==> src/dltq_pkg.sv <==
// Package: shared types and constants of the delta-list timer queue.
package dltq_pkg;

  localparam int unsigned NumEntries = 32;
  localparam int unsigned IdxW       = 5;
  localparam int unsigned LinkW      = 6;
  localparam logic [LinkW-1:0] NilLink = LinkW'(NumEntries);
  localparam logic [31:0]      MaxTimeout = 32'h7FFF_FFFF;

  typedef enum logic [1:0] {
    OP_SET    = 2'd0,
    OP_DELETE = 2'd1,
    OP_MODIFY = 2'd2,
    OP_POLL   = 2'd3
  } op_e;

  localparam logic [1:0] StatusOk      = 2'd0;
  localparam logic [1:0] StatusInvalid = 2'd1;
  localparam logic [1:0] StatusNoTimer = 2'd2;

  localparam logic [1:0] EntFree    = 2'd0;
  localparam logic [1:0] EntActive  = 2'd1;
  localparam logic [1:0] EntExpired = 2'd2;

  typedef enum logic [11:0] {
    ST_IDLE   = 12'b0000_0000_0001,
    ST_DEC    = 12'b0000_0000_0010,
    ST_DWALK  = 12'b0000_0000_0100,
    ST_DFOLD  = 12'b0000_0000_1000,
    ST_DFREE  = 12'b0000_0001_0000,
    ST_SSTART = 12'b0000_0010_0000,
    ST_SPOP   = 12'b0000_0100_0000,
    ST_SWALK  = 12'b0000_1000_0000,
    ST_SLINK  = 12'b0001_0000_0000,
    ST_SLINK2 = 12'b0010_0000_0000,
    ST_PCHK   = 12'b0100_0000_0000,
    ST_DONE   = 12'b1000_0000_0000
  } state_e;

  typedef struct packed {
    logic [1:0]  opcode;
    logic [5:0]  handle;
    logic [31:0] timeout_ms;
    logic [7:0]  event_sink;
    logic [31:0] user_argument;
    logic [31:0] now_ms;
  } req_t;

  typedef struct packed {
    logic [1:0]  status;
    logic [5:0]  new_handle;
    logic        expired;
    logic [5:0]  expired_handle;
    logic [7:0]  expired_sink;
    logic [31:0] expired_argument;
    logic [5:0]  free_count;
    logic [5:0]  min_free_seen;
  } rsp_t;

endpackage

==> src/dltq_if.sv <==
// Interfaces: request and response channels of the timer queue.
interface dltq_req_if;
  logic             valid;
  logic             ready;
  dltq_pkg::req_t   data;
  modport source (output valid, output data, input ready);
  modport sink   (input valid, input data, output ready);
endinterface

interface dltq_rsp_if;
  logic             valid;
  logic             ready;
  dltq_pkg::rsp_t   data;
  modport source (output valid, output data, input ready);
  modport sink   (input valid, input data, output ready);
endinterface

==> src/delta_list_timer_queue_unit.sv <==
// Top level: delta-list timer queue with list state held in synchronous memories.
// Poll checks the head entry; delete walks the active list entry by entry, then frees;
// set pops a free entry and walks to its place; modify is delete then set.
// One operation is in flight at a time; the list walk in memory sets the rate.
// A result waits in an output register while the next beat is accepted.
// Reset: empty active list, all entries free and chained in index order.
module delta_list_timer_queue_unit (
  input  logic clk_i,
  input  logic rst_ni,
  dltq_req_if.sink   req,
  dltq_rsp_if.source rsp
);
  import dltq_pkg::*;

  // control and payload registers
  state_e             state_q, state_d;
  req_t               cmd_q, cmd_d;
  logic [IdxW-1:0]    idx_q, idx_d;
  logic [LinkW-1:0]   cur_q, cur_d, prev_q, prev_d;
  logic [31:0]        nd_q, nd_d, dacc_q, dacc_d;
  logic [LinkW-1:0]   head_q, head_d, fhead_q, fhead_d;
  logic [31:0]        base_q, base_d;
  logic [5:0]         ftot_q, ftot_d, flow_q, flow_d;
  logic [1:0]         status_q, status_d;
  logic [5:0]         nh_q, nh_d, eh_q, eh_d;
  logic               exp_q, exp_d;
  logic [7:0]         es_q, es_d;
  logic [31:0]        ea_q, ea_d;
  rsp_t               out_q, out_d;
  logic               ovld_q, ovld_d;

  // memories and read registers
  logic [LinkW-1:0]   link_mem [NumEntries];
  logic [31:0]        delta_mem [NumEntries];
  logic [7:0]         sink_mem [NumEntries];
  logic [31:0]        arg_mem [NumEntries];
  logic [NumEntries-1:0] lvld_q;
  logic [1:0]         est_q [NumEntries];

  logic [IdxW-1:0]    rd_addr, rd_addr_q;
  logic [LinkW-1:0]   lmem_rd_q, lnk_rd;
  logic               lvld_rd_q;
  logic [31:0]        dlt_rd_q;
  logic [7:0]         snk_rd_q;
  logic [31:0]        arg_rd_q;

  logic               lw_en, dw_en, pw_en, ew_en;
  logic [IdxW-1:0]    lw_addr, dw_addr, ew_addr;
  logic [LinkW-1:0]   lw_data;
  logic [31:0]        dw_data;
  logic [1:0]         ew_data;

  logic [LinkW-1:0]   hnd_m1;
  logic [31:0]        elapsed;

  assign req.ready = (state_q == ST_IDLE);
  assign rsp.valid = ovld_q;
  assign rsp.data  = out_q;

  // link not yet written reads as the reset chain
  assign lnk_rd  = lvld_rd_q ? lmem_rd_q : ({1'b0, rd_addr_q} + LinkW'(1));
  assign hnd_m1  = cmd_q.handle - 6'd1;
  assign elapsed = cmd_q.now_ms - base_q;

  // sequencer
  always_comb begin
    state_d  = state_q;  cmd_d   = cmd_q;   idx_d   = idx_q;
    cur_d    = cur_q;    prev_d  = prev_q;  nd_d    = nd_q;   dacc_d = dacc_q;
    head_d   = head_q;   fhead_d = fhead_q; base_d  = base_q;
    ftot_d   = ftot_q;   flow_d  = flow_q;
    status_d = status_q; nh_d    = nh_q;    exp_d   = exp_q;
    eh_d     = eh_q;     es_d    = es_q;    ea_d    = ea_q;
    out_d    = out_q;    ovld_d  = ovld_q;
    rd_addr  = cur_q[IdxW-1:0];
    lw_en = 1'b0; lw_addr = idx_q; lw_data = fhead_q;
    dw_en = 1'b0; dw_addr = idx_q; dw_data = nd_q;
    pw_en = 1'b0;
    ew_en = 1'b0; ew_addr = idx_q; ew_data = EntFree;

    if (ovld_q && rsp.ready) ovld_d = 1'b0;

    unique case (state_q)
      ST_IDLE: begin
        if (req.valid) begin
          cmd_d = req.data;
          status_d = StatusOk; nh_d = '0; exp_d = 1'b0;
          eh_d = '0; es_d = '0; ea_d = '0;
          state_d = ST_DEC;
        end
      end
      ST_DEC: begin
        cur_d  = head_q;
        prev_d = NilLink;
        rd_addr = head_q[IdxW-1:0];
        case (op_e'(cmd_q.opcode))
          OP_SET: state_d = ST_SSTART;
          OP_POLL: state_d = (head_q == NilLink) ? ST_DONE : ST_PCHK;
          default: begin
            idx_d = hnd_m1[IdxW-1:0];
            if (cmd_q.handle == '0) begin
              state_d = (op_e'(cmd_q.opcode) == OP_MODIFY) ? ST_SSTART : ST_DONE;
            end else if (cmd_q.handle > 6'(NumEntries)) begin
              status_d = StatusInvalid;
              state_d  = ST_DONE;
            end else begin
              case (est_q[hnd_m1[IdxW-1:0]])
                EntFree: begin
                  status_d = StatusInvalid;
                  state_d  = ST_DONE;
                end
                EntActive: state_d = (head_q == NilLink) ? ST_DFREE : ST_DWALK;
                default:   state_d = ST_DFREE;
              endcase
            end
          end
        endcase
      end
      ST_DWALK: begin
        if (cur_q[IdxW-1:0] == idx_q) begin
          // unlink target, carry its delta to the successor
          if (prev_q == NilLink) begin
            head_d = lnk_rd;
          end else begin
            lw_en = 1'b1; lw_addr = prev_q[IdxW-1:0]; lw_data = lnk_rd;
          end
          dacc_d  = dlt_rd_q;
          cur_d   = lnk_rd;
          rd_addr = lnk_rd[IdxW-1:0];
          state_d = (lnk_rd == NilLink) ? ST_DFREE : ST_DFOLD;
        end else begin
          prev_d  = cur_q;
          cur_d   = lnk_rd;
          rd_addr = lnk_rd[IdxW-1:0];
          if (lnk_rd == NilLink) state_d = ST_DFREE;
        end
      end
      ST_DFOLD: begin
        dw_en = 1'b1; dw_addr = cur_q[IdxW-1:0]; dw_data = dlt_rd_q + dacc_q;
        state_d = ST_DFREE;
      end
      ST_DFREE: begin
        // return entry to the free pool
        ew_en = 1'b1; ew_data = EntFree;
        lw_en = 1'b1; lw_addr = idx_q; lw_data = fhead_q;
        fhead_d = {1'b0, idx_q};
        ftot_d  = ftot_q + 6'd1;
        state_d = (op_e'(cmd_q.opcode) == OP_MODIFY) ? ST_SSTART : ST_DONE;
      end
      ST_SSTART: begin
        rd_addr = fhead_q[IdxW-1:0];
        idx_d   = fhead_q[IdxW-1:0];
        nd_d    = elapsed + cmd_q.timeout_ms;
        if (cmd_q.timeout_ms > MaxTimeout || ftot_q == '0) begin
          status_d = StatusNoTimer;
          state_d  = ST_DONE;
        end else begin
          state_d = ST_SPOP;
        end
      end
      ST_SPOP: begin
        fhead_d = lnk_rd;
        ftot_d  = ftot_q - 6'd1;
        if (flow_q > ftot_q - 6'd1) flow_d = ftot_q - 6'd1;
        pw_en = 1'b1;
        ew_en = 1'b1; ew_data = EntActive;
        nh_d  = {1'b0, idx_q} + 6'd1;
        cur_d = head_q; prev_d = NilLink;
        rd_addr = head_q[IdxW-1:0];
        state_d = (head_q == NilLink) ? ST_SLINK : ST_SWALK;
      end
      ST_SWALK: begin
        if (dlt_rd_q > nd_q) begin
          dw_en = 1'b1; dw_addr = cur_q[IdxW-1:0]; dw_data = dlt_rd_q - nd_q;
          state_d = ST_SLINK;
        end else begin
          nd_d    = nd_q - dlt_rd_q;
          prev_d  = cur_q;
          cur_d   = lnk_rd;
          rd_addr = lnk_rd[IdxW-1:0];
          if (lnk_rd == NilLink) state_d = ST_SLINK;
        end
      end
      ST_SLINK: begin
        dw_en = 1'b1; dw_addr = idx_q; dw_data = nd_q;
        lw_en = 1'b1; lw_addr = idx_q; lw_data = cur_q;
        if (prev_q == NilLink) begin
          head_d  = {1'b0, idx_q};
          state_d = ST_DONE;
        end else begin
          state_d = ST_SLINK2;
        end
      end
      ST_SLINK2: begin
        lw_en = 1'b1; lw_addr = prev_q[IdxW-1:0]; lw_data = {1'b0, idx_q};
        state_d = ST_DONE;
      end
      ST_PCHK: begin
        if (elapsed >= dlt_rd_q) begin
          head_d = lnk_rd;
          base_d = base_q + dlt_rd_q;
          ew_en = 1'b1; ew_addr = head_q[IdxW-1:0]; ew_data = EntExpired;
          exp_d = 1'b1;
          eh_d  = head_q + 6'd1;
          es_d  = snk_rd_q;
          ea_d  = arg_rd_q;
        end
        state_d = ST_DONE;
      end
      ST_DONE: begin
        if (!ovld_q || rsp.ready) begin
          out_d.status           = status_q;
          out_d.new_handle       = nh_q;
          out_d.expired          = exp_q;
          out_d.expired_handle   = eh_q;
          out_d.expired_sink     = es_q;
          out_d.expired_argument = ea_q;
          out_d.free_count       = ftot_q;
          out_d.min_free_seen    = flow_q;
          ovld_d  = 1'b1;
          state_d = ST_IDLE;
        end
      end
      default: state_d = ST_IDLE;
    endcase
  end

  // control registers
  always_ff @(posedge clk_i or negedge rst_ni) begin
    if (!rst_ni) begin
      state_q <= ST_IDLE;
      head_q  <= NilLink;
      fhead_q <= '0;
      base_q  <= '0;
      ftot_q  <= 6'(NumEntries);
      flow_q  <= 6'(NumEntries);
      ovld_q  <= 1'b0;
      lvld_q  <= '0;
      for (int i = 0; i < NumEntries; i++) est_q[i] <= EntFree;
    end else begin
      state_q <= state_d;
      head_q  <= head_d;
      fhead_q <= fhead_d;
      base_q  <= base_d;
      ftot_q  <= ftot_d;
      flow_q  <= flow_d;
      ovld_q  <= ovld_d;
      if (lw_en) lvld_q[lw_addr] <= 1'b1;
      if (ew_en) est_q[ew_addr] <= ew_data;
    end
  end

  // payload registers
  always_ff @(posedge clk_i) begin
    cmd_q <= cmd_d;  idx_q <= idx_d;  cur_q <= cur_d;  prev_q <= prev_d;
    nd_q <= nd_d;    dacc_q <= dacc_d;
    status_q <= status_d; nh_q <= nh_d; exp_q <= exp_d;
    eh_q <= eh_d;    es_q <= es_d;    ea_q <= ea_d;
    out_q <= out_d;
  end

  // entry memories, one write and one registered read each
  always_ff @(posedge clk_i) begin
    if (lw_en) link_mem[lw_addr] <= lw_data;
    lmem_rd_q <= link_mem[rd_addr];
    lvld_rd_q <= lvld_q[rd_addr] && !(lw_en && lw_addr == rd_addr) ? 1'b1
                 : lvld_q[rd_addr];
    rd_addr_q <= rd_addr;
  end

  always_ff @(posedge clk_i) begin
    if (dw_en) delta_mem[dw_addr] <= dw_data;
    dlt_rd_q <= delta_mem[rd_addr];
  end

  always_ff @(posedge clk_i) begin
    if (pw_en) begin
      sink_mem[idx_q] <= cmd_q.event_sink;
      arg_mem[idx_q]  <= cmd_q.user_argument;
    end
    snk_rd_q <= sink_mem[rd_addr];
    arg_rd_q <= arg_mem[rd_addr];
  end

`ifndef ASSERT_OFF
  a_ftot_range: assert property (@(posedge clk_i) disable iff (!rst_ni)
    ftot_q <= 6'(NumEntries)) else $error("free count above pool size");
  a_low_mark: assert property (@(posedge clk_i) disable iff (!rst_ni)
    flow_q <= ftot_q) else $error("low mark above free count");
  a_empty_pool: assert property (@(posedge clk_i) disable iff (!rst_ni)
    (ftot_q == '0) |-> (fhead_q == NilLink)) else $error("empty pool with free head");
  a_accept_dec: assert property (@(posedge clk_i) disable iff (!rst_ni)
    (req.valid && req.ready) |=> (state_q == ST_DEC)) else $error("accept not decoded");
  a_done_load: assert property (@(posedge clk_i) disable iff (!rst_ni)
    (state_q == ST_DONE && !ovld_q) |=> (ovld_q && state_q == ST_IDLE))
    else $error("result not loaded");
`endif

endmodule
==> src/flat_wrapper.sv <==
// flat-port wrapper written by rule: the top's interface ports become plain ports
module delta_list_timer_queue_unit_flat import dltq_pkg::*;
  (clk_i, rst_ni, req_valid, req_data, req_ready, rsp_valid, rsp_data, rsp_ready);
  dltq_req_if req_i ();
  dltq_rsp_if rsp_i ();
  input  logic clk_i;
  input  logic rst_ni;
  input wire logic [$bits(req_i.valid)-1:0] req_valid;
  input wire logic [$bits(req_i.data)-1:0] req_data;
  output wire logic [$bits(req_i.ready)-1:0] req_ready;
  output wire logic [$bits(rsp_i.valid)-1:0] rsp_valid;
  output wire logic [$bits(rsp_i.data)-1:0] rsp_data;
  input wire logic [$bits(rsp_i.ready)-1:0] rsp_ready;
  assign req_i.valid = req_valid;
  assign req_i.data = req_data;
  assign req_ready = req_i.ready;
  assign rsp_valid = rsp_i.valid;
  assign rsp_data = rsp_i.data;
  assign rsp_i.ready = rsp_ready;
  delta_list_timer_queue_unit u_core (.clk_i(clk_i), .rst_ni(rst_ni), .req(req_i), .rsp(rsp_i));
endmodule
==> config.mk <==
export PLATFORM = sky130hd
export DESIGN_NAME = delta_list_timer_queue_unit_flat
export DESIGN_NICKNAME = d
export VERILOG_FILES = /design/src/dltq_pkg.sv /design/src/dltq_if.sv /design/src/delta_list_timer_queue_unit.sv /design/src/flat_wrapper.sv
export SDC_FILE = /design/constraint.sdc
export NUM_CORES = 2
export LEC_CHECK = 0
export ABC_AREA = 1
export BUFFER_PORTS_ARGS = -buffer_cell sky130_fd_sc_hd__clkbuf_2
export CAP_MARGIN = 20
export CORE_MARGIN = 2
export CORE_UTILIZATION = 45
export DETAILED_ROUTE_END_ITERATION = 16
export PLACE_DENSITY = 0.59
export REMOVE_ABC_BUFFERS = 1
export SLEW_MARGIN = 10
export SYNTH_ARGS = -nofsm -noshare
export SYNTH_HDL_FRONTEND = slang
export SYNTH_SLANG_ARGS = --single-unit
==> constraint.sdc <==
create_clock -name clk_i -period 10.03 [get_ports clk_i]
set_input_delay 1.003 -clock clk_i [delete_from_list [all_inputs] [get_ports clk_i]]
set_output_delay 1.003 -clock clk_i [all_outputs]
set_load 0.02 [all_outputs]
==> impl_metrics.ini <==
[logic_synthesis]
ys.warnings.count = 0
synth.most_common_cell = edfxtp_1
synthCells = 13800
yosys-top-cells-count = 2811 x edfxtp_1, 2799 x nand3_1, 2353 x nand2_1
ys.flop_type = edfxtp_1
yosysTopAreaCell = edfxtp_1
ys_ff_latch = 3060
syn_avg_cell_area_um2 = 10.3
synth_top_area_frac = 0.591
synth_area_leaders = edfxtp_1 59%, nand3_1 9.8%, nand2_1 6.2%
synth_edf_count = 2811
synth_area_mm2 = 0.143
synth_cell_types = 67
ys_seq_area_frac = 0.632
async_flop_share = 0.0539

[floorplanning]
die-area_mm2 = 0.322
io_pins = 185
num_rows = 206
start_util = 0.453
die_h_um = 567
die-width_um = 567
core_area_mm2 = 0.315

[timing]
setup_violations = 0
rsz0062_at_grt = no
relSlewSlack = 0.199
fmax_mhz = 144
hold_violations = 0
final.min_clock_period_ns = 6.96
tightest_slew_ns = 1.20
finalCritPeriodShare = 0.694
slew_violations = 0
setup_tns_ns = 0
clock_skew_ns = 0.0559
worst_slack_ns = 3.07

[layout]
nets = 14100
area_growth_pct = 11.2
fin_util = 0.503
drive_above_1_share = 0.0750

[cts]
clk_path_buf_depth = 4
cts_hold_buf = 0
insertion_delay_ns = 0.93
cts.sinks = 3060
cts-htree-levels = 5
clk_pin_slew_ns = 0.06
numCtsBuffers = 338
cts_resized = 0
cts_tree = built
post_cts_buffers = 0
cts_root_buffer = clkbuf_16

[power]
power_leakage_nw = 64.2
powerDensity_mw_per_mm2 = 280
vdd_ir_drop_max_uv = 310

[worst_setup_path]
crit-reg2reg-launch = u_core.base_q[0]
crit_type = reg -> reg
reg2reg_slack_ns = 3.07
critPathSlowestCell = nor2_1
arrival_ns = 7.68
crit_top_cell = nand2_1
cp-end-kind = flip-flop
cp_top_family = simple AND/OR/NAND/NOR gates
worstPathMaxFanout = 20
cp_num_buf_inv = 3
cp_data_required_time_ns = 10.75
r2r-end = u_core.est_q[41]
worst_setup_path_start_kind = flip-flop
cp_slowest_stage_delay_ns = 0.73
reg2regPathDepth = 32

[place]
gp_congestion = 0.994
dpl.hpwl_mm = 241
pre_cts_ws_ns = 3.25
portBuffers = 184

[route]
dr_total_vias = 101000
vias_per_cell = 5.54
wl_per_cell_um = 24.0
wl_mm = 437
drt_iter0_drc = 11500
drc_errors = 0
dr.pass1.iters = 6
antenna_left = 0

[global_routing]
grt_usage = 0.265
grt_pass1_vias = 95000
grt_first_pass_wirelength_mm = 640
grt_max_degree = 208
grt_overflow = 0
antenna_found_initial = 13

[flow_run]
drv_cap = 0

[min_path]
hold_class = in -> async

[outcome]
status = finished, final reports clean
[per-stage QoR]
step	instances	area [um2]	hold slack (ns)	total power, W
final	18200	159000	0.205	0.0445
after global routing	18200	159000	0.225	0.0467
after CTS	18200	159000	0.187	0.0444
after detailed placement	17600	148000	0.405	0.0322
after global placement	17600	148000	0.401	0.0322
after floorplan	13000	139000	0.400	0.0281
[cell type report]
type	instances	area, um2
sequential	3060	90200
clock inverter	162	1460
fill	28400	157000
inverter	2204	8300
timing repair buffer	396	2820
clock buffer	457	9380
tap	4160	5200
antenna	12	30.0
multi-input combinational	7764	41300
[registers in the layout, indices dropped and copies added (netlist names), 32 cells and up]
signal            flops
u_core.arg_mem     1024
u_core.delta_mem   1024
u_core.sink_mem     256
u_core.link_mem     192
u_core.cmd_q        112
u_core.rsp.data      67
u_core.est_q         64
u_core.arg_rd_q      32
u_core.base_q        32
u_core.dacc_q        32
u_core.dlt_rd_q      32
u_core.ea_q          32
u_core.lvld_q        32
u_core.nd_q          32
[report_power, final]
| part | switching, W | total (W) | internal [W] |
|---|---|---|---|
| combinational | 0.0118 | 0.0165 | 0.00466 |
| sequential | 0.000742 | 0.0157 | 0.0150 |
| clock | 0.00517 | 0.0123 | 0.00709 |
[how the worst max path moves through the flow]
stage	start	endpoint	slack [ns]	cells past startpoint
after floorplan	u_core.state_q[9]	u_core.arg_rd_q[0]	-20.84	15
after global placement	u_core.cmd_q[0]	u_core.est_q[9]	3.32	33
after detailed placement	u_core.cmd_q[0]	u_core.est_q[49]	3.25	33
after CTS	u_core.cmd_q[0]	u_core.est_q[41]	3.17	33
after global routing	u_core.cmd_q[0]	u_core.est_q[56]	2.56	33
final	u_core.base_q[0]	u_core.est_q[41]	3.07	32
[cell usage in the layout (no fill, tap or decap), drive strengths merged, types with 9 or more instances in the layout]
cell type	synthesis	routed
a221oi	9	9
nand4	24	24
nand3b	783	783
o21ai	395	395
nand2	2371	2371
bufinv	0	20
a31oi	25	25
a21o	10	10
o21bai	15	15
or2	14	14
nor4	13	13
a21oi	315	315
o2111ai	12	12
xnor2	52	52
dfrtp	161	161
o211ai	31	31
clkbuf	220	640
o221ai	31	31
xor2	69	69
nand3	2799	2799
buf	544	213
clkinv	8	130
nor2	424	424
a22oi	10	10
ha	239	239
o21a	16	16
nor3	41	41
a21boi	10	10
dfxtp	84	84
o22ai	14	14
diode	0	12
inv	2196	2209
edfxtp	2811	2811
[cell families (layout without fill, tap and decap cells)]
| family | after synthesis | in the layout | synth area share |
|---|---|---|---|
| other | 0 | 12 | 0 |
| buffers and inverters | 2968 | 3219 | 0.0841 |
| AOI/OAI and AO/OA | 916 | 916 | 0.0361 |
| adders and majority gates | 245 | 245 | 0.0218 |
| and+or+nand+nor | 6482 | 6482 | 0.218 |
| xor gates and xnor gates | 121 | 121 | 0.00743 |
| DFF | 3060 | 3060 | 0.632 |
[metal layers]
layer	GRT usage	vias up	wire, um
met5	0	-	0
met4	0.0991	0	17000
met3	0.0318	739	32300
met2	0.420	4159	200000
met1	0.374	49200	188000
li1	-	46800	-
(Power assumes the default switching activity.)
